--- config.mk ---
export PLATFORM = sky130hd
export DESIGN_NAME = fsr_cmd_fifo
export DESIGN_NICKNAME = d
export VERILOG_FILES = /design/src/rtl/core/framebuffer_shape_raster_assert.svh /design/src/rtl/core/fsr_pkg.sv /design/src/rtl/core/fsr_cmd_fifo.sv
export SDC_FILE = /design/constraint.sdc
export NUM_CORES = 1
export LEC_CHECK = 0
export BUFFER_PORTS_ARGS = -buffer_cell sky130_fd_sc_hd__buf_2
export CAP_MARGIN = 20
export CELL_PAD_IN_SITES_DETAIL_PLACEMENT = 0
export CELL_PAD_IN_SITES_GLOBAL_PLACEMENT = 1
export CORE_ASPECT_RATIO = 0.8
export CORE_MARGIN = 3
export CORE_UTILIZATION = 30
export CTS_BUF_LIST = sky130_fd_sc_hd__clkbuf_4
export DETAILED_ROUTE_END_ITERATION = 10
export HOLD_SLACK_MARGIN = 0.12
export MAX_ROUTING_LAYER = met4
export PLACE_DENSITY_LB_ADDON = 0.15
export SETUP_SLACK_MARGIN = 0.4
export SYNTH_ARGS = -nofsm -noshare
export SYNTH_HDL_FRONTEND = slang
export SYNTH_SLANG_ARGS = --single-unit
--- constraint.sdc ---
create_clock -name clk -period 5.59 [get_ports clk]
set_input_delay 0.8385 -clock clk [delete_from_list [all_inputs] [get_ports clk]]
set_output_delay 0.8385 -clock clk [all_outputs]
set_load 0.02 [all_outputs]
--- src/rtl/core/framebuffer_shape_raster_assert.svh ---
// Assertion macros shared by the shape raster RTL.
// Depends on nothing; expects clk and arst_n in the scope of use.
`ifndef FRAMEBUFFER_SHAPE_RASTER_ASSERT_SVH
`define FRAMEBUFFER_SHAPE_RASTER_ASSERT_SVH

// Same-cycle implication, checked outside reset.
`define FSR_ASSERT_IMP(lbl, ante, cons, msg) \
	lbl: assert property (@(posedge clk) disable iff (!arst_n) (ante) |-> (cons)) \
		else $error(msg);

// Next-cycle implication, checked outside reset.
`define FSR_ASSERT_NXT(lbl, ante, cons, msg) \
	lbl: assert property (@(posedge clk) disable iff (!arst_n) (ante) |=> (cons)) \
		else $error(msg);

`endif

--- src/rtl/core/fsr_pkg.sv ---
// Shared types, screen constants and helpers for the shape raster.
// Depends on nothing.
`default_nettype none
package fsr_pkg;
	localparam int SCREEN_W = 128;
	localparam int SCREEN_H = 128;
	localparam int ROW_BYTES = (SCREEN_W + 1) / 2;
	localparam int STORE_BYTES = ROW_BYTES * SCREEN_H;
	localparam int AW = $clog2(STORE_BYTES > 1 ? STORE_BYTES : 2);
	localparam int XW = $clog2(SCREEN_W);
	localparam int YW = (SCREEN_H > 1) ? $clog2(SCREEN_H) : 1;

	typedef enum logic [2:0] {
		ACT_CLEAR = 3'd0,
		ACT_READ  = 3'd1,
		ACT_RECT  = 3'd2,
		ACT_FILL  = 3'd3,
		ACT_CIRC  = 3'd4,
		ACT_DISC  = 3'd5
	} act_t;

	typedef struct packed {
		act_t               op;
		logic [XW-1:0]      x0;
		logic [YW-1:0]      y0;
		logic [XW-1:0]      x1;
		logic [YW-1:0]      y1;
		logic signed [15:0] cx;
		logic signed [15:0] cy;
		logic [7:0]         r;
		logic [15:0]        rsq;
		logic [3:0]         color;
		logic               on_scr;
	} cmd_t;

	function automatic logic on_screen(input logic signed [17:0] x,
		input logic signed [17:0] y);
		return (x >= 0) && (x < 18'(SCREEN_W)) && (y >= 0) && (y < 18'(SCREEN_H));
	endfunction

	function automatic logic [AW-1:0] addr_of(input logic [XW-1:0] x,
		input logic [YW-1:0] y);
		return AW'(int'(y) * ROW_BYTES + int'(x >> 1));
	endfunction
endpackage
`default_nettype wire

--- src/rtl/core/fsr_cmd_fifo.sv ---
// Two-entry command queue between the classifier and the raster engine.
// Depends on fsr_pkg.
`default_nettype none
module fsr_cmd_fifo (
	input  wire logic         clk,
	input  wire logic         arst_n,
	input  wire logic         wr_en,
	input  wire fsr_pkg::cmd_t wr_cmd,
	output logic              is_full,
	input  wire logic         rd_en,
	output fsr_pkg::cmd_t     rd_cmd,
	output logic              is_empty
);
	import fsr_pkg::*;

	cmd_t       ent_q [2];
	logic       wp_q, rp_q;
	logic [1:0] cnt_q;

	assign is_full  = (cnt_q == 2'd2);
	assign is_empty = (cnt_q == 2'd0);
	assign rd_cmd   = ent_q[rp_q];

	always_ff @(posedge clk) begin
		if (wr_en) ent_q[wp_q] <= wr_cmd;
	end

	always_ff @(posedge clk or negedge arst_n) begin
		if (!arst_n) begin
			wp_q  <= 1'b0;
			rp_q  <= 1'b0;
			cnt_q <= 2'd0;
		end else begin
			if (wr_en) wp_q <= ~wp_q;
			if (rd_en) rp_q <= ~rp_q;
			cnt_q <= cnt_q + 2'(wr_en) - 2'(rd_en);
		end
	end
endmodule
`default_nettype wire

==> reports/summary.txt, run 1 <==
row count -> 49
fin worst setup slack -> 2160 ps
total track usage -> 11.2%
CTS sink cnt -> 188
Ys Warns -> 0
worst slew pin tran -> 823 ps
DR pass1 iterations -> 4
wire length of the first global-routing pass -> 20600 um
synthesized flop and latch total -> 188
CTS root buf -> clkbuf_4
DIE AREA -> 25600 sq um
CTS buffer count -> 17
Clock transition at path regs -> 160 ps
maxcap violations -> 0
IO Pins -> 190
clk buf depth -> 2
Die Y -> 144 um
Min Clock Period, post-route -> 3430 ps
PwrDens -> 490 nW/um^2
syn_nets -> 399
WL/cell -> 16.9 um
CORE AREA -> 22900 sq um
number of port buffers -> 189
Post-Route Skew -> 19.0 ps
antenna violations before repair -> 5
Arrival @ worst endpoint -> 2590 ps
drt total wl -> 14000 um
RSZ-0062 raised after global routing -> no
Placement Setup Slack -> 2740 ps
endpoint type of the worst setup path -> output pin
crit-path max FO -> 49
CP Launch Type -> register
Synth cell types -> 14
DRC viols -> 0
number of global-route vias before repair -> 3639
R2R depth -> 2
relative slew slack -> 45.1%
final number of hold-violating endpoints -> 0
Leak -> 3.41 nW
DR vias/cell -> 4.14
crit path kind -> reg -> out
Detail Route Antenna Nets -> 0
Mapped Area -> 7120 sq um
commonest cells after routing, fill and taps aside -> buf_2 (189), edfxtp_1 (184), mux2_4 (70)
later-pin clock latency in the skew report -> 540 ps
CP Data Required Time -> 4750 ps
GP Congestion -> 0.673
via count -> 3428
Nets -> 602
area growth from synthesis to layout -> 22.1%
H-tree level count -> 4
width of the die -> 178 um
commonest non-fill, non-tap cell in the layout -> buf_2
Seq/Total Area, Yosys -> 79.0%
outcome -> finished, final reports clean
f_max -> 0.292 GHz
Setup violations, final -> 0
largest net degree at the start of global routing -> 54
share of cells above drive strength 1 -> 61.9%
# Post-CTS Setup Buffers -> 0
peak supply drop -> 0.208 mV
Hold WC Path Type -> in -> reg
max-slew violations -> 0
cell depth of the worst min-delay path -> 1
gr ovfl total -> 0
Setup TNS -> 0 ps
Syn Area/Cell -> 23.6 sq um
initial core utilization -> 31.1%
number of DRC markers in iteration 0 -> 188
detailed placement HPWL -> 9200 um
CTS tree -> yes
Syn Inst Count -> 301
final period utilization -> 61.3%
[sequential cells by signal (all words and copies together) (netlist names)]
register / cells
ent_q: 184
cnt_q: 2
rp_q: 1
wp_q: 1
[synth_stat cells]
| cell type | instances | area, sq um |
|---|---|---|
| and2_1 | 1 | 6.26 |
| buf_2 | 2 | 10.0 |
| buf_4 | 1 | 7.51 |
| buf_6 | 7 | 78.8 |
| dfrtp_1 | 4 | 100 |
| edfxtp_1 | 184 | 5530 |
| ha_1 | 2 | 25.0 |
| inv_1 | 2 | 7.51 |
| mux2_2 | 22 | 248 |
| mux2_4 | 70 | 1050 |
| nor2_1 | 1 | 3.75 |
| nor2b_1 | 2 | 12.5 |
| xor2_1 | 2 | 17.5 |
| xor3_1 | 1 | 23.8 |
[worst paths after layout]
check                      startpoint      endpoint  slack [ps]
setup / recovery                 rp_q     rd_cmd[1]        2160
max in group asynchronous      arst_n          rp_q        4840
hold / removal              wr_cmd[4]   ent_q[1][4]         460
setup reg to reg                 wp_q  ent_q[0][22]        3440
hold reg to reg                  wp_q          wp_q         550
min in group asynchronous      arst_n          rp_q         610
[power breakdown]
group	total, mW	switching, mW	leakage (nW)	internal [mW]
Combinational	1.56	0.859	1.50	0.696
Sequential	2.01	0.147	1.77	1.87
Clock	0.685	0.479	0.134	0.206
[kinds of logic (layout without fill, tap and decap cells)]
kind of cell | Yosys count | count (layout) | synth area share [%]
mux | 92 | 92 | 18.2
fa+ha+maj | 2 | 2 | 0.352
xor+xnor | 3 | 3 | 0.580
other cells | 0 | 5 | 0
flops | 188 | 188 | 79.0
buf+inv | 12 | 228 | 1.46
simple gates | 4 | 4 | 0.316
[worst max-delay path, stage by stage (launching register included)]
cell and delay (ps):
dfrtp_4 980, buf_12 400, mux2_2 380, buf_2 160
[timing repair]
action                    4_1_cts  5_1_grt
hold endpoints to repair        4        0
gates resized for setup         0        0
hold buffers                    1        0
[final cells by class]
cell class	instances	area [sq um]
fill	2135	14200
sequential	188	5630
multi-input combinational	101	1400
timing repair buffer	194	998
tap	306	383
clock buffer	20	150
clock inverter	12	110
antenna	5	12.5
inverter	2	7.51
[per-stage QoR]
stage	cell area [sq um]	utilization [%]	std cells	hold slack (ps)	power [mW]
2_1_floorplan	7120	-	301	473	3.19
3_3_place_gp	8410	36.8	790	531	3.63
3_5_place_dp	8410	36.8	790	533	3.65
4_1_cts	8680	37.9	823	382	4.35
5_1_grt	8690	38.0	828	357	4.50
6_report	8690	38.0	828	462	4.25
[layer usage]
metal | wire length (um) | up-vias | share of wire [%] | track usage [%]
li1 | - | 1605 | - | -
met1 | 6160 | 1681 | 44 | 13.4
met2 | 6400 | 131 | 46 | 16.8
met3 | 1280 | 11 | 9.1 | 5.12
met4 | 159 | 0 | 1.1 | 3.69
met5 | 0 | - | 0 | -
Note: power is estimated with default switching activity, not from simulation.
==> inputs of run 2 (changes only) <==
Clock period 5.59 ns to 3.15 ns, I/O delays scaled along.
==> run 2 against run 1 <==
Final cell count rose by 11%. Wire length rose by 3.1%. Critical path type unchanged. Worst hold slack got worse by 220 ps. Critical path depth did not move. Total power is 84% higher. Cell area is 12% higher. Largest power group unchanged. Non-clock buffer count rose by 98.
==> reports/summary.txt, run 2 (synthesis gave the netlist of run 1 again) <==
largest net degree at the start of global routing -> 63 (+17%)
register share of total power -> 44.5% (-2.9 points)
largest registers -> ent_q (184), cnt_q (2)
PwrDens -> 805 nW/um^2 (+64%)
H-tree level count -> 4 (unchanged)
switching power total -> 2.70 mW (+82%)
CTS root buf -> clkbuf_4
Detail Route Antenna Nets -> 0 (unchanged)
Arrival @ worst endpoint -> 2090 ps (-500 ps)
antenna violations before repair -> 0 (-5)
DR pass1 iterations -> 4 (unchanged)
Top reg by flops -> ent_q
detailed placement HPWL -> 9250 um (+0.55%)
Placed Area -> 8470 sq um (+0.71%)
Net Sw Frac -> 34.5% (-0.36 points)
relative slew slack -> 60.1% (+15 points)
final number of hold-violating endpoints -> 0 (unchanged)
initial core utilization -> 31.1% (unchanged)
Setup TNS -> 0 ps (unchanged)
peak supply drop -> 0.324 mV (+55%)
max FFs per register -> 184 (unchanged)
total track usage -> 11.7% (+0.49 points)
number of port buffers -> 189 (unchanged)
crit path kind -> reg -> out
Pint -> 5.13 mW (+85%)
Ant. Diodes -> 0 (-5)
Min Clock Period, post-route -> 2560 ps
area growth from synthesis to layout -> 36.6%
GP Congestion -> 0.724 (+7.6%)
RSZ-0062 raised after global routing -> no
row count -> 49 (unchanged)
CORE AREA -> 22900 sq um (unchanged)
crit-path max FO -> 32 (-35%)
max-slew violations -> 0 (unchanged)
number of global-route vias before repair -> 4116 (+13%)
number of DRC markers in iteration 0 -> 180 (-4.3%)
endpoint type of the worst setup path -> output pin
maxcap violations -> 0 (unchanged)
Nets -> 700 (+16%)
IO Pins -> 190 (unchanged)
fin worst setup slack -> 590 ps (-1570 ps)
DIE AREA -> 25600 sq um (unchanged)
share of cells above drive strength 1 -> 52.5% (-9.4 points)
gr ovfl total -> 0 (unchanged)
drt total wl -> 14400 um (+3.1%)
Setup violations, final -> 0 (unchanged)
share of power burned in combinational logic -> 38.7% (+2.2 points)
R2R Path End -> ent_q[1][14]
DRC viols -> 0 (unchanged)
R2R Path Start -> wp_q
Hold WC Path Type -> in -> async
commonest cells after routing, fill and taps aside -> buf_2 (189), edfxtp_1 (184), dlygate4sd3_1 (95)
Post-Place Cells -> 793 (+0.38%)
post-layout util -> 42.5% (+4.5 points)
Clock power frac -> 16.7% (+0.6 points)
Leak -> 3.86 nW (+13%)
f_max -> 0.391 GHz
final period utilization -> 81.3%
Reg2Reg Setup Slack -> 1520 ps (-1920 ps)
fin cells -> 921 (+11%)
R2R depth -> 2 (unchanged)
DR vias/cell -> 4.13 (-0.16%)
worst slew pin tran -> 598 ps (-225 ps)
commonest non-fill, non-tap cell in the layout -> buf_2
width of the die -> 178 um (unchanged)
wire length of the first global-routing pass -> 21700 um (+5.6%)
outcome -> finished, final reports clean
Placement Setup Slack -> 901 ps (-1840 ps)
CP Data Required Time -> 2680 ps (-2070 ps)
later-pin clock latency in the skew report -> 560 ps (+20 ps)
via count -> 3807 (+11%)
Clock transition at path regs -> 160 ps (about the same)
Die Y -> 144 um (unchanged)
Post-Route Skew -> 32.8 ps (+13.8 ps)
CP Launch Type -> register
clk buf depth -> 2 (unchanged)
WL/cell -> 15.7 um (-7.3%)
CTS sink cnt -> 188 (unchanged)
Post-Layout Inst Area -> 9720 sq um (+12%)
CTS tree -> yes
CTS buffer count -> 17 (unchanged)
run 2: how the worst max path moves through the flow:
stage	startpoint	endpoint	slack [ps]	depth (start not counted)
6_report	rp_q	rd_cmd[0]	590	3
5_1_grt	rp_q	rd_cmd[0]	440	3
4_1_cts	rp_q	rd_cmd[82]	480	3
3_5_place_dp	rp_q	rd_cmd[82]	900	3
3_3_place_gp	rp_q	rd_cmd[0]	930	3
2_1_floorplan	wr_en	ent_q[0][0]	860	1
run 2: power by group through the flow:
stage	registers, mW	logic (mW)	clock network, mW
final	3.49	3.03	1.31
after global routing	3.54	3.23	1.49
after CTS	3.50	3.10	1.39
after detailed placement	3.62	2.91	0
after global placement	3.60	2.90	0
after floorplan	3.47	2.17	0
run 2: routing by layer:
layer,global-route usage (%),vias to the layer above,wire length (um)
met3,3.57,8,1030
met4,3.20,0,137
li1,-,1794,-
met1,14.6,1864,6540
met5,-,-,0
met2,18.5,141,6730
run 2: worst max-delay path, cell delays in order, from the launching register on:
cell and delay [ps]:
dfrtp_4 670, buf_12 300, mux2_2 380, buf_2 160
run 2: what timing repair did:
item                       CTS  global route
hold buffers                95             0
setup endpoints to repair   60             0
resized for setup            0             0
hold endpoints to repair   190             0
setup buffers                1             0
run 2: through the flow:
stage | hold WS (ps) | power, mW
6_report | 239 | 7.83
5_1_grt | 167 | 8.26
4_1_cts | 158 | 7.99
3_5_place_dp | 295 | 6.52
3_3_place_gp | 292 | 6.50
2_1_floorplan | 177 | 5.64
run 2: cell type report:
cell class	instances	area, sq um
fillers	2092	13100
clock inverters	14	148
multi-input cells	101	1400
well taps	306	383
inverters	2	7.51
flip-flops and latches	188	5630
repair buffers	292	2020
clock buffers	18	135
