<file path="src/rtl/core/framebuffer_shape_raster_assert.svh">
// Assertion macros shared by the shape raster RTL.
// Depends on nothing; expects clk and arst_n in the scope of use.
`ifndef FRAMEBUFFER_SHAPE_RASTER_ASSERT_SVH
`define FRAMEBUFFER_SHAPE_RASTER_ASSERT_SVH

// Same-cycle implication, checked outside reset.
`define FSR_ASSERT_IMP(lbl, ante, cons, msg) \
	lbl: assert property (@(posedge clk) disable iff (!arst_n) (ante) |-> (cons)) \
		else $error(msg);

// Next-cycle implication, checked outside reset.
`define FSR_ASSERT_NXT(lbl, ante, cons, msg) \
	lbl: assert property (@(posedge clk) disable iff (!arst_n) (ante) |=> (cons)) \
		else $error(msg);

`endif

</file>
<file path="src/rtl/core/fsr_pkg.sv">
// Shared types, screen constants and helpers for the shape raster.
// Depends on nothing.
`default_nettype none
package fsr_pkg;
	localparam int SCREEN_W = 128;
	localparam int SCREEN_H = 128;
	localparam int ROW_BYTES = (SCREEN_W + 1) / 2;
	localparam int STORE_BYTES = ROW_BYTES * SCREEN_H;
	localparam int AW = $clog2(STORE_BYTES > 1 ? STORE_BYTES : 2);
	localparam int XW = $clog2(SCREEN_W);
	localparam int YW = (SCREEN_H > 1) ? $clog2(SCREEN_H) : 1;

	typedef enum logic [2:0] {
		ACT_CLEAR = 3'd0,
		ACT_READ  = 3'd1,
		ACT_RECT  = 3'd2,
		ACT_FILL  = 3'd3,
		ACT_CIRC  = 3'd4,
		ACT_DISC  = 3'd5
	} act_t;

	typedef struct packed {
		act_t               op;
		logic [XW-1:0]      x0;
		logic [YW-1:0]      y0;
		logic [XW-1:0]      x1;
		logic [YW-1:0]      y1;
		logic signed [15:0] cx;
		logic signed [15:0] cy;
		logic [7:0]         r;
		logic [15:0]        rsq;
		logic [3:0]         color;
		logic               on_scr;
	} cmd_t;

	function automatic logic on_screen(input logic signed [17:0] x,
		input logic signed [17:0] y);
		return (x >= 0) && (x < 18'(SCREEN_W)) && (y >= 0) && (y < 18'(SCREEN_H));
	endfunction

	function automatic logic [AW-1:0] addr_of(input logic [XW-1:0] x,
		input logic [YW-1:0] y);
		return AW'(int'(y) * ROW_BYTES + int'(x >> 1));
	endfunction
endpackage
`default_nettype wire

</file>
<file path="src/rtl/core/fsr_front.sv">
// Command classifier: clamps corners, squares the radius, drops no-op commands.
// Depends on fsr_pkg.
`default_nettype none
module fsr_front (
	input  wire logic               [2:0] action,
	input  wire logic              [15:0] corner_left,
	input  wire logic              [15:0] corner_top,
	input  wire logic              [15:0] corner_right,
	input  wire logic              [15:0] corner_bottom,
	input  wire logic signed       [15:0] center_x,
	input  wire logic signed       [15:0] center_y,
	input  wire logic               [7:0] radius,
	input  wire logic               [3:0] color,
	output fsr_pkg::cmd_t                 cmd,
	output logic                          keep
);
	import fsr_pkg::*;

	logic [XW-1:0] x0, x1;
	logic [YW-1:0] y0, y1;
	logic          ctr_on;

	always_comb begin
		x0 = (corner_left   > 16'(SCREEN_W - 1)) ? XW'(SCREEN_W - 1) : corner_left[XW-1:0];
		x1 = (corner_right  > 16'(SCREEN_W - 1)) ? XW'(SCREEN_W - 1) : corner_right[XW-1:0];
		y0 = (corner_top    > 16'(SCREEN_H - 1)) ? YW'(SCREEN_H - 1) : corner_top[YW-1:0];
		y1 = (corner_bottom > 16'(SCREEN_H - 1)) ? YW'(SCREEN_H - 1) : corner_bottom[YW-1:0];
		ctr_on = on_screen(18'(center_x), 18'(center_y));

		cmd.op     = act_t'(action);
		cmd.x0     = x0;
		cmd.y0     = y0;
		cmd.x1     = x1;
		cmd.y1     = y1;
		cmd.cx     = center_x;
		cmd.cy     = center_y;
		cmd.r      = radius;
		cmd.rsq    = 16'(radius) * 16'(radius);
		cmd.color  = color;
		cmd.on_scr = ctr_on;

		unique case (action)
			ACT_CLEAR, ACT_READ: keep = 1'b1;
			ACT_RECT, ACT_FILL:  keep = (x0 <= x1) && (y0 <= y1);
			ACT_CIRC:            keep = (radius != 8'd0);
			ACT_DISC:            keep = ctr_on;
			default:             keep = 1'b0;
		endcase
	end
endmodule
`default_nettype wire

</file>
<file path="config.mk">
export PLATFORM = sky130hd
export DESIGN_NAME = fsr_front
export DESIGN_NICKNAME = d
export VERILOG_FILES = /design/src/rtl/core/framebuffer_shape_raster_assert.svh /design/src/rtl/core/fsr_pkg.sv /design/src/rtl/core/fsr_front.sv
export SDC_FILE = /design/constraint.sdc
export NUM_CORES = 1
export LEC_CHECK = 0
export BUFFER_PORTS_ARGS = -buffer_cell sky130_fd_sc_hd__buf_2
export CAP_MARGIN = 20
export CORE_MARGIN = 2
export CORE_UTILIZATION = 39
export DETAILED_ROUTE_END_ITERATION = 8
export PLACE_DENSITY = 0.82
export SYNTH_ARGS = -nofsm -noshare
export SYNTH_HDL_FRONTEND = slang
export SYNTH_SLANG_ARGS = --single-unit
</file>
<file path="constraint.sdc">
create_clock -name vclk -period 3.63
set_input_delay 0.1815 -clock vclk [all_inputs]
set_output_delay 0.1815 -clock vclk [all_outputs]
set_load 0.01 [all_outputs]
</file>
==> results of run 1 <==
## layout by cell type, fill, tap and decap left out, drive strengths merged
cell type	n
a2111oi	1
a211o	1
a211oi	3
a21o	6
a21oi	15
a221o	1
a221oi	1
a311oi	1
and2	19
buf	219
conb	3
fa	25
ha	41
inv	64
mux2i	1
nand2	19
nand2b	1
nand3	9
nand3b	2
nand4	2
nand4b	1
nor2	23
nor2b	4
nor3	7
nor4	11
o211ai	3
o21ai	6
o311ai	1
o31ai	2
or2	16
or3b	1
or4	1
xnor2	9
xor2	6
## final timing paths
path	from	endpoint	slack, ns
worst max-delay path	radius[7]	cmd[20]	-0.28
worst min-delay path	center_y[6]	cmd[35]	0.36
## through the flow
stage	setup WS (ns)	utilization	area [sq um]	setup TNS, ns
6_report	-0.282	0.581	3920	-1.44
5_1_grt	-0.412	0.581	3920	-2.69
4_1_cts	-0.229	0.571	3860	-1.10
3_5_place_dp	-0.338	0.542	3660	-2.06
3_3_place_gp	-0.271	0.542	3660	-1.57
2_1_floorplan	-0.00432	-	2870	-0.00541
## report_power, final
group          leakage (nW)  internal (W)  switching [W]
sequential                0             0              0
combinational          2.13      0.000812       0.000781
clock                     0             0              0
## kinds of logic (layout without fill, tap and decap cells)
group	Yosys count	count (layout)	synth area share
buffers and inverters	120	283	0.237
AND/OR/NAND/NOR	116	116	0.233
adder cells (fa/ha/maj)	66	66	0.376
AO/OA/AOI/OAI	41	41	0.100
XOR/XNOR	15	15	0.0487
other	1	3	0.00139
multiplexers	1	1	0.00371
## cell usage after synthesis (2+ instances only)
master,instances
sky130_fd_sc_hd__inv_1,64
sky130_fd_sc_hd__buf_4,50
sky130_fd_sc_hd__ha_1,41
sky130_fd_sc_hd__fa_1,25
sky130_fd_sc_hd__nor2_1,23
sky130_fd_sc_hd__and2_1,19
sky130_fd_sc_hd__nand2_1,19
sky130_fd_sc_hd__or2_2,16
sky130_fd_sc_hd__a21oi_1,15
sky130_fd_sc_hd__nor4_1,10
sky130_fd_sc_hd__nand3_1,9
sky130_fd_sc_hd__xnor2_1,9
sky130_fd_sc_hd__nor3_1,7
sky130_fd_sc_hd__a21o_1,6
sky130_fd_sc_hd__clkbuf_1,6
sky130_fd_sc_hd__xor2_1,6
sky130_fd_sc_hd__nor2b_1,4
sky130_fd_sc_hd__o21ai_0,4
sky130_fd_sc_hd__a211oi_1,3
sky130_fd_sc_hd__o211ai_1,3
sky130_fd_sc_hd__nand3b_1,2
sky130_fd_sc_hd__nand4_1,2
sky130_fd_sc_hd__o21ai_1,2
sky130_fd_sc_hd__o31ai_1,2
## metal layers
layer / up-vias / track usage / routed length (um)
li1: 1450 / - / -
met1: 1412 / 0.243 / 3410
met2: 128 / 0.443 / 4700
met3: 20 / 0.0171 / 522
met4: 0 / 0.0378 / 225
met5: - / 0 / 0
## layout make-up
type	count	area, sq um	area share
inverter	64	243	0.0619
multi-input combinational	242	2270	0.579
tap	80	100	0.0255
timing repair buffer	219	1310	0.334
## timing repair
item | 4_1_cts | 5_1_grt
gates resized for setup | 34 | 9
buffers inserted | 8 | 3
setup endpoints to repair | 8 | 8
pin swaps | 20 | 11
==> impl_metrics.xml, run 1 <==
<?xml version="1.0" encoding="UTF-8"?>
<metrics>
  <group name="yosys">
    <metric name="yosys.area.top_type" unit="">sky130_fd_sc_hd__ha_1</metric>
    <metric name="yosysSeqAreaShare" unit="">0</metric>
    <metric name="syn_area" unit="sq mm">0.00270</metric>
    <metric name="post_synth_inst_count" unit="">360</metric>
    <metric name="post_synth_num_cell_types" unit="">37</metric>
    <metric name="synth.yosys.warnings" unit="">0</metric>
    <metric name="top_cell_type_s_share_of_synthesized_area" unit="">0.190</metric>
    <metric name="synthesis.area_per_instance" unit="sq um">7.49</metric>
    <metric name="synth_area_leaders" unit="">sky130_fd_sc_hd__ha_1, sky130_fd_sc_hd__fa_1, sky130_fd_sc_hd__buf_4, sky130_fd_sc_hd__inv_1, sky130_fd_sc_hd__and2_1</metric>
  </group>
  <group name="hold_path">
    <metric name="hp-class" unit="">in2out</metric>
    <metric name="whs_path_depth" unit="">0</metric>
  </group>
  <group name="critical_path">
    <metric name="worst_path_largest_cell_delay" unit="ns">0.55</metric>
    <metric name="cp_endpoint_kind" unit="">output port</metric>
    <metric name="crit_fanout" unit="">4</metric>
    <metric name="worstSetupPathDepth" unit="">15</metric>
    <metric name="path_class" unit="">in2out</metric>
    <metric name="cpLargestDelayFamily" unit="">adder cells</metric>
    <metric name="path_buf_inv" unit="">4</metric>
    <metric name="cp_slowest_cell" unit="">sky130_fd_sc_hd__fa_1</metric>
    <metric name="timing.critical_path.required" unit="ns">3.45</metric>
    <metric name="worst_path_most_repeated_cell" unit="">sky130_fd_sc_hd__fa_1</metric>
    <metric name="critical_path.startpoint_type" unit="">input port</metric>
    <metric name="path_cells" unit="">buf_8, and2_4, fa_1, fa_1, inv_1, fa_1, fa_1, inv_2, ha_4, o211ai_1, o21ai_2, o31ai_1, o21ai_1, xnor2_1, buf_2</metric>
    <metric name="critPathArrivalTime" unit="ns">3.73</metric>
  </group>
  <group name="clocking">
    <metric name="postCtsHoldBufs" unit="">0</metric>
  </group>
  <group name="die">
    <metric name="design.core.area" unit="sq mm">0.00676</metric>
    <metric name="boundaryPins" unit="">204</metric>
    <metric name="dieArea" unit="sq mm">0.00759</metric>
    <metric name="floorplan.die.height" unit="um">87.1</metric>
    <metric name="rows" unit="">30</metric>
    <metric name="die_w" unit="um">87.1</metric>
    <metric name="initial_core_util" unit="">0.399</metric>
  </group>
  <group name="timing">
    <metric name="fin_hold_ws" unit="ns">0.363</metric>
    <metric name="rsz0062_at_grt" unit="">yes</metric>
    <metric name="layout_worst_path_cycle_share" unit="">1.08</metric>
    <metric name="final_hold_viol_count" unit="">0</metric>
    <metric name="slew_viol_final" unit="">0</metric>
    <metric name="finalWorstSetupSlack" unit="ns">-0.282</metric>
    <metric name="final.min_clock_period" unit="ns">3.91</metric>
    <metric name="setup_viol" unit="">8</metric>
    <metric name="fmax" unit="GHz">0.256</metric>
  </group>
  <group name="pwr">
    <metric name="vdd_ir_drop_max" unit="uV">552</metric>
    <metric name="power-per-cell-area" unit="mW/mm^2">406</metric>
    <metric name="p_leak" unit="nW">2.13</metric>
    <metric name="power" unit="W">0.00159</metric>
  </group>
  <group name="cells_and_area">
    <metric name="seq_cell_count" unit="">0</metric>
    <metric name="post_route_cells_drive_above_1_share" unit="">0.518</metric>
    <metric name="n_antenna_cell" unit="">0</metric>
    <metric name="n_fill_cell" unit="">586</metric>
    <metric name="areaGrowthSynthToFinish" unit="%">45.6</metric>
    <metric name="finish.cell_count_without_fillers" unit="">605</metric>
    <metric name="final_net_count" unit="">704</metric>
    <metric name="clock_buffers" unit="">0</metric>
    <metric name="ff_latch_area" unit="sq um">0</metric>
  </group>
  <group name="global_routing">
    <metric name="first_global_vias" unit="">3002</metric>
    <metric name="grt_remaining_overflow" unit="">0</metric>
    <metric name="grt_antenna_before_repair" unit="">0</metric>
    <metric name="grt_first_pass_wirelength" unit="um">13100</metric>
    <metric name="pin_count_of_the_biggest_net_entering_global_routing" unit="">9</metric>
    <metric name="grt_usage" unit="">0.217</metric>
  </group>
  <group name="drt">
    <metric name="vias" unit="">3010</metric>
    <metric name="residual_antenna_violating_net_count_after_detailed_routing" unit="">0</metric>
    <metric name="route.detailed.wl_per_inst" unit="um">14.6</metric>
    <metric name="via_per_inst" unit="">4.98</metric>
    <metric name="drt_iter0_markers" unit="">81</metric>
    <metric name="routed_wl" unit="um">8860</metric>
    <metric name="remaining_drc_errors" unit="">0</metric>
    <metric name="first_pass_iters" unit="">4</metric>
  </group>
  <group name="outcome">
    <metric name="failed_checks" unit="">setup timing</metric>
    <metric name="status" unit="">finished with violations</metric>
  </group>
  <group name="place">
    <metric name="dp_hpwl" unit="um">7650</metric>
    <metric name="place_congestion" unit="">0.864</metric>
    <metric name="numPortBuffers" unit="">167</metric>
    <metric name="dp_cells" unit="">595</metric>
  </group>
  <group name="job">
    <metric name="max-cap-violations" unit="">0</metric>
  </group>
</metrics>
Note: power is estimated with default switching activity, not from simulation.
==> run 2: changes to the inputs <==
Settings changed: CORE_ASPECT_RATIO set to 1.25.
==> impl_metrics.xml, run 2 (synthesis results as in run 1) <==
<?xml version="1.0" encoding="UTF-8"?>
<metrics>
  <group name="outcome">
    <metric name="status" unit="">finished with violations</metric>
    <metric name="failed_checks" unit="">setup timing</metric>
  </group>
  <group name="timing">
    <metric name="fmax" unit="GHz">0.249</metric>
    <metric name="layout_worst_path_cycle_share" unit="">1.11</metric>
    <metric name="finalWorstSetupSlack" unit="ns">-0.391</metric>
    <metric name="finalSetupTns" unit="ns">-1.65</metric>
    <metric name="setup_viol" unit="">7</metric>
    <metric name="slew_viol_final" unit="">0</metric>
    <metric name="rsz0062_at_grt" unit="">yes</metric>
    <metric name="final_hold_viol_count" unit="">0</metric>
    <metric name="final.min_clock_period" unit="ns">4.02</metric>
  </group>
  <group name="pwr">
    <metric name="power-per-cell-area" unit="mW/mm^2">405</metric>
    <metric name="vdd_ir_drop_max" unit="uV">640</metric>
    <metric name="p_leak" unit="nW">2.12</metric>
  </group>
  <group name="global_routing">
    <metric name="first_global_vias" unit="">3224</metric>
    <metric name="grt_usage" unit="">0.238</metric>
    <metric name="grt_remaining_overflow" unit="">0</metric>
    <metric name="pin_count_of_the_biggest_net_entering_global_routing" unit="">9</metric>
    <metric name="grt_first_pass_wirelength" unit="um">14600</metric>
    <metric name="grt_antenna_before_repair" unit="">0</metric>
  </group>
  <group name="place">
    <metric name="dp_hpwl" unit="um">7840</metric>
    <metric name="dpl_cell_area" unit="sq mm">0.00370</metric>
    <metric name="place_congestion" unit="">0.916</metric>
    <metric name="numPortBuffers" unit="">167</metric>
  </group>
  <group name="critical_path">
    <metric name="cp_endpoint_kind" unit="">output port</metric>
    <metric name="critPathArrivalTime" unit="ns">3.84</metric>
    <metric name="path_class" unit="">in2out</metric>
    <metric name="critical_path.startpoint_type" unit="">input port</metric>
    <metric name="timing.critical_path.required" unit="ns">3.45</metric>
    <metric name="crit_fanout" unit="">6</metric>
  </group>
  <group name="hold_path">
    <metric name="hp-class" unit="">in2out</metric>
    <metric name="whs_path_depth" unit="">0</metric>
    <metric name="min-delay-start" unit="">center_x[3]</metric>
    <metric name="hold-path-endpoint" unit="">cmd[48]</metric>
  </group>
  <group name="die">
    <metric name="rows" unit="">33</metric>
    <metric name="die_w" unit="um">78.4</metric>
    <metric name="floorplan.die.height" unit="um">96.9</metric>
    <metric name="boundaryPins" unit="">204</metric>
    <metric name="dieArea" unit="sq mm">0.00760</metric>
    <metric name="design.core.area" unit="sq mm">0.00661</metric>
    <metric name="initial_core_util" unit="">0.408</metric>
  </group>
  <group name="cells_and_area">
    <metric name="multi_input_combinational_cell_area" unit="sq mm">0.00231</metric>
    <metric name="areaGrowthSynthToFinish" unit="%">47.2</metric>
    <metric name="n_antenna_cell" unit="">0</metric>
    <metric name="clock_buffers" unit="">0</metric>
    <metric name="n_fill_cell" unit="">558</metric>
    <metric name="layout.cells.most_common" unit="">sky130_fd_sc_hd__buf_2</metric>
    <metric name="ff_latch_area" unit="sq um">0</metric>
    <metric name="final_cell_mix" unit="">sky130_fd_sc_hd__buf_2, sky130_fd_sc_hd__inv_1, sky130_fd_sc_hd__buf_4</metric>
    <metric name="final_net_count" unit="">700</metric>
    <metric name="post_route_cells_drive_above_1_share" unit="">0.522</metric>
    <metric name="seq_cell_count" unit="">0</metric>
    <metric name="final_cell_area" unit="sq mm">0.00397</metric>
  </group>
  <group name="drt">
    <metric name="vias" unit="">3102</metric>
    <metric name="residual_antenna_violating_net_count_after_detailed_routing" unit="">0</metric>
    <metric name="drt_iter0_markers" unit="">69</metric>
    <metric name="route.detailed.wl_per_inst" unit="um">15.4</metric>
    <metric name="via_per_inst" unit="">5.10</metric>
    <metric name="first_pass_iters" unit="">4</metric>
    <metric name="routed_wl" unit="um">9390</metric>
    <metric name="remaining_drc_errors" unit="">0</metric>
  </group>
  <group name="job">
    <metric name="max-cap-violations" unit="">0</metric>
  </group>
  <group name="clocking">
    <metric name="postCtsHoldBufs" unit="">0</metric>
  </group>
</metrics>
==> run 2: cell count changes in the layout (fill, tap and decap cells not counted), sizes merged <==
cell  before  now
buf      219  215
==> run 2: layout make-up <==
| cell class | count | share of cell area |
|---|---|---|
| inverter | 64 | 0.0612 |
| timing repair buffer | 215 | 0.329 |
| tap | 87 | 0.0274 |
| multi-input combinational | 242 | 0.582 |
==> run 2: metrics by stage <==
stage | total power [W] | setup slack, ns | utilization | cells | hold WS, ns
CTS | 0.00148 | -0.235 | 0.583 | 607 | 0.363
detailed placement | 0.00138 | -0.368 | 0.560 | 604 | 0.363
finish | 0.00161 | -0.391 | 0.600 | 608 | 0.363
global placement | 0.00135 | -0.262 | 0.560 | 604 | 0.363
floorplan | 0.000886 | -0.00432 | - | 362 | 0.409
global route | 0.00174 | -0.476 | 0.600 | 608 | 0.363
==> run 2: timing repair <==
| item | in CTS | in global routing |
|---|---|---|
| pin swaps | 16 | 8 |
| resized for setup | 32 | 21 |
| setup endpoints to repair | 9 | 9 |
| setup buffers | 3 | 1 |
==> run 2: critical path, stage by stage <==
cell and delay, ns:
sky130_fd_sc_hd__buf_6 0.10, sky130_fd_sc_hd__buf_4 0.14, sky130_fd_sc_hd__nand2_1 0.08, sky130_fd_sc_hd__fa_1 0.46, sky130_fd_sc_hd__fa_1 0.53, sky130_fd_sc_hd__fa_1 0.53
sky130_fd_sc_hd__inv_1 0.06, sky130_fd_sc_hd__fa_2 0.54, sky130_fd_sc_hd__ha_4 0.22, sky130_fd_sc_hd__nor3_1 0.26, sky130_fd_sc_hd__nor2_1 0.14, sky130_fd_sc_hd__o311ai_2 0.11
sky130_fd_sc_hd__nand2_1 0.15, sky130_fd_sc_hd__xor2_2 0.19, sky130_fd_sc_hd__buf_2 0.14
==> run 2: layer usage <==
layer / GRT usage / wire length (um) / part of all wire
met4: 0.0688 / 329 / 0.035
met3: 0.0448 / 734 / 0.078
met1: 0.250 / 3370 / 0.36
met2: 0.469 / 4950 / 0.53
met5: 0 / 0 / 0
==> run 2: how the worst max path moves through the flow <==
stage	end	slack, ns	cells past startpoint	start
floorplan	cmd[19]	-0.004	14	radius[4]
global placement	cmd[20]	-0.26	16	radius[2]
detailed placement	cmd[19]	-0.37	17	radius[2]
CTS	cmd[20]	-0.23	16	radius[4]
global route	cmd[18]	-0.48	15	radius[7]
finish	cmd[18]	-0.39	15	radius[7]
==> run 2: power by group <==
group	switching (W)	total, W	leakage (nW)	internal (W)
registers	0	0	0	0
logic	0.000815	0.00161	2.12	0.000791
clock network	0	0	0	0
==> run 3: changes to the inputs <==
Settings changed: CORE_UTILIZATION 39 to 43, PLACE_DENSITY 0.82 to 0.85.
Clock period 3.63 ns to 4.28 ns, I/O delays scaled along.
==> impl_metrics.xml, run 3 (synthesis results as in run 1) <==
<?xml version="1.0" encoding="UTF-8"?>
<metrics>
  <group name="die">
    <metric name="initial_core_util" unit="">0.440</metric>
    <metric name="die_w" unit="um">74.8</metric>
    <metric name="rows" unit="">32</metric>
    <metric name="design.core.area" unit="sq mm">0.00613</metric>
    <metric name="floorplan.die.height" unit="um">92.5</metric>
    <metric name="boundaryPins" unit="">204</metric>
    <metric name="dieArea" unit="sq mm">0.00692</metric>
  </group>
  <group name="critical_path">
    <metric name="path_class" unit="">in2out</metric>
    <metric name="cp_endpoint_kind" unit="">output port</metric>
    <metric name="timing.critical_path.required" unit="ns">4.07</metric>
    <metric name="critPathArrivalTime" unit="ns">3.98</metric>
    <metric name="crit_fanout" unit="">6</metric>
    <metric name="critical_path.startpoint_type" unit="">input port</metric>
  </group>
  <group name="cells_and_area">
    <metric name="areaGrowthSynthToFinish" unit="%">29.2</metric>
    <metric name="seq_cell_count" unit="">0</metric>
    <metric name="clock_buffers" unit="">0</metric>
    <metric name="final_net_count" unit="">664</metric>
    <metric name="layout.cells.most_common" unit="">sky130_fd_sc_hd__buf_2</metric>
    <metric name="final_cell_mix" unit="">sky130_fd_sc_hd__buf_2, sky130_fd_sc_hd__inv_1, sky130_fd_sc_hd__ha_1</metric>
    <metric name="ff_latch_area" unit="sq um">0</metric>
    <metric name="post_route_cells_drive_above_1_share" unit="">0.458</metric>
    <metric name="final_cell_area" unit="sq mm">0.00348</metric>
    <metric name="n_fill_cell" unit="">573</metric>
  </group>
  <group name="timing">
    <metric name="finalWorstSetupSlack" unit="ns">0.0831</metric>
    <metric name="fmax" unit="GHz">0.238</metric>
    <metric name="finalSetupTns" unit="ns">0</metric>
    <metric name="setup_viol" unit="">0</metric>
    <metric name="final_hold_viol_count" unit="">0</metric>
    <metric name="slew_viol_final" unit="">0</metric>
    <metric name="fin_hold_ws" unit="ns">0.428</metric>
    <metric name="rsz0062_at_grt" unit="">yes</metric>
    <metric name="final.min_clock_period" unit="ns">4.20</metric>
    <metric name="layout_worst_path_cycle_share" unit="">0.981</metric>
  </group>
  <group name="drt">
    <metric name="first_pass_iters" unit="">4</metric>
    <metric name="residual_antenna_violating_net_count_after_detailed_routing" unit="">0</metric>
    <metric name="vias" unit="">2927</metric>
    <metric name="drt_iter0_markers" unit="">26</metric>
    <metric name="via_per_inst" unit="">5.11</metric>
    <metric name="remaining_drc_errors" unit="">0</metric>
    <metric name="routed_wl" unit="um">8670</metric>
    <metric name="route.detailed.wl_per_inst" unit="um">15.1</metric>
  </group>
  <group name="global_routing">
    <metric name="pin_count_of_the_biggest_net_entering_global_routing" unit="">11</metric>
    <metric name="grt_usage" unit="">0.237</metric>
    <metric name="first_global_vias" unit="">2905</metric>
    <metric name="grt_first_pass_wirelength" unit="um">12900</metric>
    <metric name="grt_antenna_before_repair" unit="">5</metric>
    <metric name="grt_remaining_overflow" unit="">0</metric>
  </group>
  <group name="outcome">
    <metric name="status" unit="">complete, no violations</metric>
  </group>
  <group name="pwr">
    <metric name="vdd_ir_drop_max" unit="uV">548</metric>
    <metric name="p_leak" unit="nW">1.89</metric>
    <metric name="power-per-cell-area" unit="mW/mm^2">316</metric>
    <metric name="power" unit="W">0.00110</metric>
  </group>
  <group name="clocking">
    <metric name="postCtsHoldBufs" unit="">0</metric>
  </group>
  <group name="place">
    <metric name="place_congestion" unit="">0.902</metric>
    <metric name="pre_cts_ws" unit="ns">-0.0795</metric>
    <metric name="dp_hpwl" unit="um">7550</metric>
    <metric name="dpl_cell_area" unit="sq mm">0.00333</metric>
    <metric name="numPortBuffers" unit="">167</metric>
  </group>
  <group name="hold_path">
    <metric name="hp-class" unit="">in2out</metric>
    <metric name="hold-path-endpoint" unit="">cmd[2]</metric>
    <metric name="whs_path_depth" unit="">0</metric>
    <metric name="min-delay-start" unit="">color[1]</metric>
  </group>
  <group name="job">
    <metric name="max-cap-violations" unit="">0</metric>
  </group>
</metrics>
run 3: final cells by class:
class | count | area, sq um | area share
multi-input cells | 242 | 2200 | 0.630
repair buffers | 179 | 933 | 0.268
inverters | 64 | 240 | 0.0690
well taps | 85 | 106 | 0.0305
diodes | 3 | 7.51 | 0.00216
run 3: per-layer routing:
layer / wire, um / part of all wire / track usage / vias to the layer above
li1: - / - / - / 1375
met1: 3090 / 0.36 / 0.249 / 1365
met2: 4400 / 0.51 / 0.448 / 159
met3: 923 / 0.11 / 0.0707 / 24
met4: 234 / 0.027 / 0.0565 / 4
met5: 27 / 0.0031 / 0 / -
run 3: where the power goes:
part / leakage [nW] / internal [W] / switching (W) / total [W]
Combinational: 1.89 / 0.000488 / 0.000614 / 0.00110
Sequential: 0 / 0 / 0 / 0
Clock: 0.0000190 / 0.0000000000937 / 0 / 0.0000000000938
run 3: how the worst max path moves through the flow:
stage | startpoint | depth (start not counted) | endpoint
after floorplan | radius[6] | 15 | cmd[18]
after global placement | radius[7] | 15 | cmd[18]
after detailed placement | radius[0] | 17 | cmd[18]
after CTS | radius[7] | 15 | cmd[18]
after global routing | radius[3] | 17 | cmd[18]
final | radius[6] | 14 | cmd[17]
run 3: worst max-delay path, stage by stage:
cell and delay [ns]:
sky130_fd_sc_hd__buf_2 0.15, sky130_fd_sc_hd__buf_4 0.15, sky130_fd_sc_hd__nand2_1 0.08, sky130_fd_sc_hd__fa_2 0.58, sky130_fd_sc_hd__fa_1 0.46, sky130_fd_sc_hd__fa_1 0.55, sky130_fd_sc_hd__inv_1 0.06, sky130_fd_sc_hd__fa_1 0.55
sky130_fd_sc_hd__ha_4 0.21, sky130_fd_sc_hd__buf_4 0.15, sky130_fd_sc_hd__a21o_1 0.20, sky130_fd_sc_hd__nor4_1 0.35, sky130_fd_sc_hd__nor3_1 0.11, sky130_fd_sc_hd__buf_2 0.16
run 3: stage by stage:
step	std cells	utilization
after detailed placement	569	0.544
after CTS	569	0.545
after floorplan	362	-
after global placement	569	0.544
final	573	0.569
after global routing	571	0.568
run 3: what timing repair did:
item	in CTS	in global routing
setup buffers	0	1
resized for setup	3	28
hold endpoints to repair	0	0
pin swaps	0	12
setup endpoints to repair	1	5
